$ cat config.mk
export PLATFORM = sky130hd
export DESIGN_NAME = oss_cell
export DESIGN_NICKNAME = d
export VERILOG_FILES = /design/src/oss_pkg.sv /design/src/oss_cell.sv
export SDC_FILE = /design/constraint.sdc
export NUM_CORES = 1
export LEC_CHECK = 0
export BUFFER_PORTS_ARGS = -buffer_cell sky130_fd_sc_hd__buf_2
export CAP_MARGIN = 10
export CORE_ASPECT_RATIO = 1.5
export CORE_MARGIN = 2
export CORE_UTILIZATION = 44
export DETAILED_ROUTE_END_ITERATION = 8
export PLACE_DENSITY = 0.81
export SLEW_MARGIN = 25
export SYNTH_ARGS = -nofsm -noshare
export SYNTH_HDL_FRONTEND = slang
export SYNTH_SLANG_ARGS = --single-unit
$ cat constraint.sdc
create_clock -name i_clk -period 7.9 [get_ports i_clk]
set_clock_uncertainty 0.1 [all_clocks]
set_input_delay 1.185 -clock i_clk [delete_from_list [all_inputs] [get_ports i_clk]]
set_output_delay 1.185 -clock i_clk [all_outputs]
set_load 0.02 [all_outputs]
$ cat src/oss_pkg.sv
// Package for the ordered sequence store: beat structs, command, status and cell op codes.
// Every module of the block imports this package; it depends on nothing else.
`timescale 1ns / 1ps
`default_nettype none

package oss_pkg;

    localparam int CAPACITY_DEF = 64;
    localparam int POS_W        = 7;
    localparam int VAL_W        = 32;
    localparam int STATUS_W     = 2;
    localparam int FPOS_W       = 6;
    localparam int COUNT_W      = 7;

    typedef enum logic [2:0] {
        CMD_APPEND    = 3'd0,
        CMD_INSERT    = 3'd1,
        CMD_REMOVE    = 3'd2,
        CMD_READ      = 3'd3,
        CMD_OVERWRITE = 3'd4,
        CMD_FIND      = 3'd5,
        CMD_REVERSE   = 3'd6,
        CMD_CLEAR     = 3'd7
    } t_cmd;

    typedef enum logic [STATUS_W-1:0] {
        ST_OK    = 2'd0,
        ST_RANGE = 2'd1,
        ST_FULL  = 2'd2
    } t_status;

    typedef enum logic [1:0] {
        OP_HOLD   = 2'd0,
        OP_WRITE  = 2'd1,
        OP_INSERT = 2'd2,
        OP_REMOVE = 2'd3
    } t_cell_op;

    typedef struct packed {
        t_cmd                     command;
        logic [POS_W-1:0]         position;
        logic signed [VAL_W-1:0]  value;
    } t_cmd_beat;

    typedef struct packed {
        t_status                  status;
        logic signed [VAL_W-1:0]  read_value;
        logic                     found;
        logic [FPOS_W-1:0]        found_position;
        logic [COUNT_W-1:0]       count;
    } t_result_beat;

    typedef struct packed {
        t_cell_op                 op;
        logic                     rd_en;
        logic                     fd_en;
        logic signed [VAL_W-1:0]  value;
    } t_cell_ctl;

endpackage

`default_nettype wire

$ cat src/oss_cell.sv
// One storage cell of the chain: holds one element and takes its neighbor's on a shift.
// It also flags a positional select and a key match for the reduction stage; uses oss_pkg.
`timescale 1ns / 1ps
`default_nettype none

module oss_cell
    import oss_pkg::*;
#(
    parameter int IDX_W = 6,
    parameter int CNT_W = 7,
    parameter int IDX   = 0
) (
    input  wire logic                    i_clk,
    input  wire logic                    i_rst_n,
    input  wire logic                    i_en,
    input  wire t_cell_ctl               i_ctl,
    input  wire logic [IDX_W-1:0]        i_idx,
    input  wire logic [CNT_W-1:0]        i_lim,
    input  wire logic signed [VAL_W-1:0] i_left,
    input  wire logic signed [VAL_W-1:0] i_right,
    output logic signed [VAL_W-1:0]      o_elem,
    output logic                         o_sel,
    output logic                         o_match
);

    localparam logic [IDX_W-1:0] MY_IDX = IDX_W'(IDX);
    localparam logic [CNT_W-1:0] MY_CNT = CNT_W'(IDX);

    logic signed [VAL_W-1:0] r_elem;
    logic signed [VAL_W-1:0] n_elem;
    logic                    r_sel;
    logic                    r_match;

    always_comb begin
        n_elem = r_elem;
        unique case (i_ctl.op)
            OP_HOLD: begin
                n_elem = r_elem;
            end
            OP_WRITE: begin
                if (MY_IDX == i_idx) begin
                    n_elem = i_ctl.value;
                end
            end
            OP_INSERT: begin
                if (MY_IDX > i_idx) begin
                    n_elem = i_left;
                end else if (MY_IDX == i_idx) begin
                    n_elem = i_ctl.value;
                end
            end
            OP_REMOVE: begin
                if (MY_IDX >= i_idx) begin
                    n_elem = i_right;
                end
            end
            default: begin
                n_elem = r_elem;
            end
        endcase
    end

    always_ff @(posedge i_clk) begin
        if (i_en) begin
            r_elem <= n_elem;
        end
    end

    always_ff @(posedge i_clk) begin
        if (!i_rst_n) begin
            r_sel   <= 1'b0;
            r_match <= 1'b0;
        end else if (i_en) begin
            r_sel   <= i_ctl.rd_en && (MY_IDX == i_idx);
            r_match <= i_ctl.fd_en && (r_elem == i_ctl.value) && (MY_CNT < i_lim);
        end
    end

    assign o_elem  = r_elem;
    assign o_sel   = r_sel;
    assign o_match = r_match;

endmodule

`default_nettype wire

Word level (Yosys, flattened, before mapping):

Index checks and enable logic that the tools add are counted.

* flip-flop bits (word level): 34
* bits of input ports: 116
* output and inout bits: 34
* logic and storage cells: 22

* order comparisons: 3
* equality and inequality tests: 5
* muxes and demuxes: 4
* bitwise operators: 1
* reduce and logical (&&, ||, !) cells: 6

Operator list (number)
* $mux 32: 3
* $pmux 32 s3: 1
* $eq 32x32->1: 1
* $lt 1x7->1 const A: 1
* $ge 1x6->1 const A: 1
* $gt 1x6->1 const A: 1
* $logic_not 6->1: 1
* $eq 2x2->1 const B: 2
* $logic_and 1x1->1: 3
* $reduce_and 3->1: 1
* $eq 2x1->1 const B: 1
* $logic_not 2->1: 1
* $ne 2x2->1 const B: 1
* $not 1->1: 1

Longest topological paths before layout:

* word-level depth: 4
* mapped depth: 5
* mapped depth without buffers: 5

Worst setup path before layout:

Ideal clock, no wire load.

* kind: input -> register
* start point: input i_idx[0]
* end point: register r_elem[0] (netlist: o_elem[0]) (enable)
* library setup time: 0.432 ns
* data arrival time: 3.439 ns
* data required time: 7.368 ns
* setup slack: 3.930 ns
* cell stages on the path: 4
* buffers on the path: 1
* cells stage by stage: nor4_2 > nand2_2 > buf_6 > a21oi_1

* cells in the longest elaborated chain, start to end: 3

RTL lines
* start: declaration: RTL line oss_cell.sv:17 `input wire logic [IDX_W-1:0] i_idx,`
* $ge 1x6->1: RTL line oss_cell.sv:53 `if (MY_IDX >= i_idx) begin`
* $ne 2x2->1 (no line)
* $reduce_and 3->1 (no line)
* end signal: assignment: RTL line oss_cell.sv:65 `r_elem <= n_elem;`
* end: declaration: RTL line oss_cell.sv:29 `logic signed [VAL_W-1:0] r_elem;`

Every way passes these cells.
A chain may end at the register's enable or synchronous reset.

Final worst setup path:

* start point: input i_idx[0]
* end point: register r_elem[16] (netlist: o_elem[16]) (enable)

Same word-level chain as after synthesis.

==> results_dict.tcl <==
set metrics [dict create \
    critPathKind "input pin to flip-flop" \
    num_vias 1869 \
    synth_edf_count 32 \
    drc 0 \
    layout.nets 431 \
    crit_chain "buf_2 -> nor4_2 -> nand2_2 -> buf_4 -> a21oi_4 -> buf_16" \
    cts_sinks 34 \
    netlist_area_mm2 0.002102 \
    cp-end-kind "flip-flop" \
    switching_share 0.2617 \
    io_buffers 117 \
    grt_pass1_vias 1828 \
    crit_start "i_idx[0]" \
    fp-row-count 30 \
    slowest_stage "a21oi_4" \
    die_w_um 60.44 \
    required_ns 7.79 \
    core-area_mm2 0.004579 \
    start_util 0.4590 \
    vdd_ir_drop_max_mv 0.1207 \
    finalCriticalPeriod_ns 2.937 \
    yosysSeqAreaShare 0.4762 \
    wl_per_cell_um 13.24 \
    cp-start-kind "input pin" \
    critPathTopFamily "buffers and inverters" \
    crit_fanout 34 \
    ys.flop_type "edfxtp_1" \
    tightest_slew_ns 0.6441 \
    dpl.hpwl_mm 3.764 \
    final-seq-area_mm2 0.001001 \
    critical_path_buf_inv_count 3 \
    ys_top_cells_by_area "edfxtp_1 (46%), mux2i_1 (15%), xnor2_1 (7.1%)" \
    whs_ns 0.3889 \
    multi_input_comb_area_mm2 0.001050 \
    intPower_uw 344.4 \
    clockPowerShare 0.323 \
    cts_resized 0 \
    ant_nets 0 \
    worstPathArrival_ns 2.83 \
    grt_first_pass_wirelength_mm 7.555 \
    hold_class "flip-flop to flip-flop" \
    timing.final.crit_share 0.3718 \
    vias_per_cell 4.918 \
    routed_wl_mm 5.033 \
    slew_headroom 0.5697 \
    drive_gt1_frac 0.4146 \
    cts_setup_buffers 0 \
    netlist_instances 199 \
    combPwrFrac 0.203 \
    yosysTopAreaCell "edfxtp_1" \
    ctsHoldBuffers 0 \
    slowest_delay_ns 0.62 \
    synth_top_area_frac 0.4571 \
    place_congestion 0.7928 \
    grt_usage 0.1879 \
    hp-start "o_match$_SDFFE_PN0P_" \
    setup-violations-final 0 \
    fmax_mhz 340.4 \
    report.final.slew_viol_count 0 \
    status "complete, no violations" \
    cts_buffers 5 \
    hold_viol 0 \
    path_clk_slew_ns 0.07 \
    p_sw_uw 122.1 \
    die-area_mm2 0.005358 \
    seqPwrFrac 0.474 \
    area_delta_synth_final_pct 36.31 \
    cts_buffer_depth 2 \
    rsz0062_at_grt "false" \
    grt_max_degree 66 \
    p_per_area_mw_per_mm2 162.8 \
    synth_nets 315 \
    ys_seq_elements 34 \
    yosysWarnings 0 \
    drt-initial-drc-count 48 \
    cts_root_buf "clkbuf_8" \
    cap_violations 0 \
    leakage_nw 1.397 \
    htree_levels 2 \
    fin_setup_tns_ns 0 \
    final.fill_count 431 \
    firstDrtPassIters 3 \
    fp.dieH_um 88.65 \
    utilization 0.6257 \
    pin_count 150 \
    n_antenna_cell 0 \
    crit-reg2reg-launch "o_elem[11]$_DFFE_PP_" \
    synth.distinct_cells 23 \
    syn_avg_cell_area_um2 10.56 \
    cts_tree "built" \
    gr-total-overflow 0 \
    antenna_found_initial 0 \
    worstSkewPairLatency_ns 0.28 \
    async_flop_share 0 \
]
[synth_stat cells, drive strengths merged (4+ instances only)]
| master | count |
|---|---|
| xnor2 | 17 |
| edfxtp | 32 |
| o21ai | 34 |
| mux2i | 32 |
| buf | 4 |
| nor4 | 6 |
| xor2 | 15 |
| clkbuf | 6 |
| nand4 | 5 |
| nand2 | 34 |
[flip-flops by register name (all words and copies together), names as in the netlist]
| signal | flops |
|---|---|
| o_elem | 32 |
| o_match | 1 |
| o_sel | 1 |
[path summary, 6_finish.rpt]
check | end | slack, ns | cells past startpoint
setup / recovery | o_elem[16]$_DFFE_PP_ | 4.96 | 6
hold / removal | o_match$_SDFFE_PN0P_ | 0.39 | 2
setup reg to reg | o_match$_SDFFE_PN0P_ | 6.20 | 5
hold reg to reg | o_match$_SDFFE_PN0P_ | 0.39 | 2
[layer usage]
metal / GRT usage / vias to the layer above / part of all wire
met5: 0 / - / 0
li1: - / 950 / -
met4: 0.09486 / 0 / 0.024
met1: 0.2020 / 834 / 0.40
met2: 0.3389 / 75 / 0.51
met3: 0.03801 / 10 / 0.062
[cell families after synthesis]
group           after synthesis  share of synthesized area
compound gates               37                    0.08869
xor+xnor                     32                     0.1333
mux                          32                     0.1524
buf+inv                      11                    0.03095
flops                        34                     0.4762
simple gates                 53                     0.1185
[metrics by stage]
step | cells | total power, mW | instance area [µm²] | setup WS (ns)
floorplan | 199 | 0.2767 | 2102 | 3.930
global placement | 371 | 0.3167 | 2726 | 4.491
detailed placement | 371 | 0.3190 | 2728 | 4.469
CTS | 379 | 0.4705 | 2838 | 4.776
global route | 380 | 0.4875 | 2865 | 4.837
finish | 380 | 0.4665 | 2865 | 4.963
[area by class of cell]
class                      count  area share
clock buffer                   8     0.03843
multi-input combinational    154      0.3664
inverter                       1    0.001310
tap                           64     0.02795
timing repair buffer         119      0.2166
sequential                    34      0.3493
[layout by cell type, fill, tap and decap left out, types with 2 or more instances in the layout]
master and instances:
clkbuf_8 8, mux2i_1 32, edfxtp_1 32, xor2_1 15, nor3_1 2, nand4_1 5, dfxtp_1 2, nor4_1 5
o21ai_0 6, nand3_1 2, buf_2 117, nand2_1 33, xnor2_1 17, o21ai_1 28
[power groups by stage]
stage                     Combinational (mW)  Clock (mW)  Sequential, mW
final                                 0.0947       0.151           0.221
after CTS                             0.0938       0.155           0.222
after detailed placement              0.0934           0           0.226
after global routing                   0.104       0.160           0.223
after global placement                0.0920           0           0.225
after floorplan                       0.0388           0           0.238
[worst reg2reg max path, stage by stage (launching register included)]
cell and delay [ns]:
edfxtp_1 0.43, xnor2_1 0.21, nand4_1 0.16, nor4_1 0.46, nand3_1 0.13, o21ai_0 0.15
(Power assumes the default switching activity.)
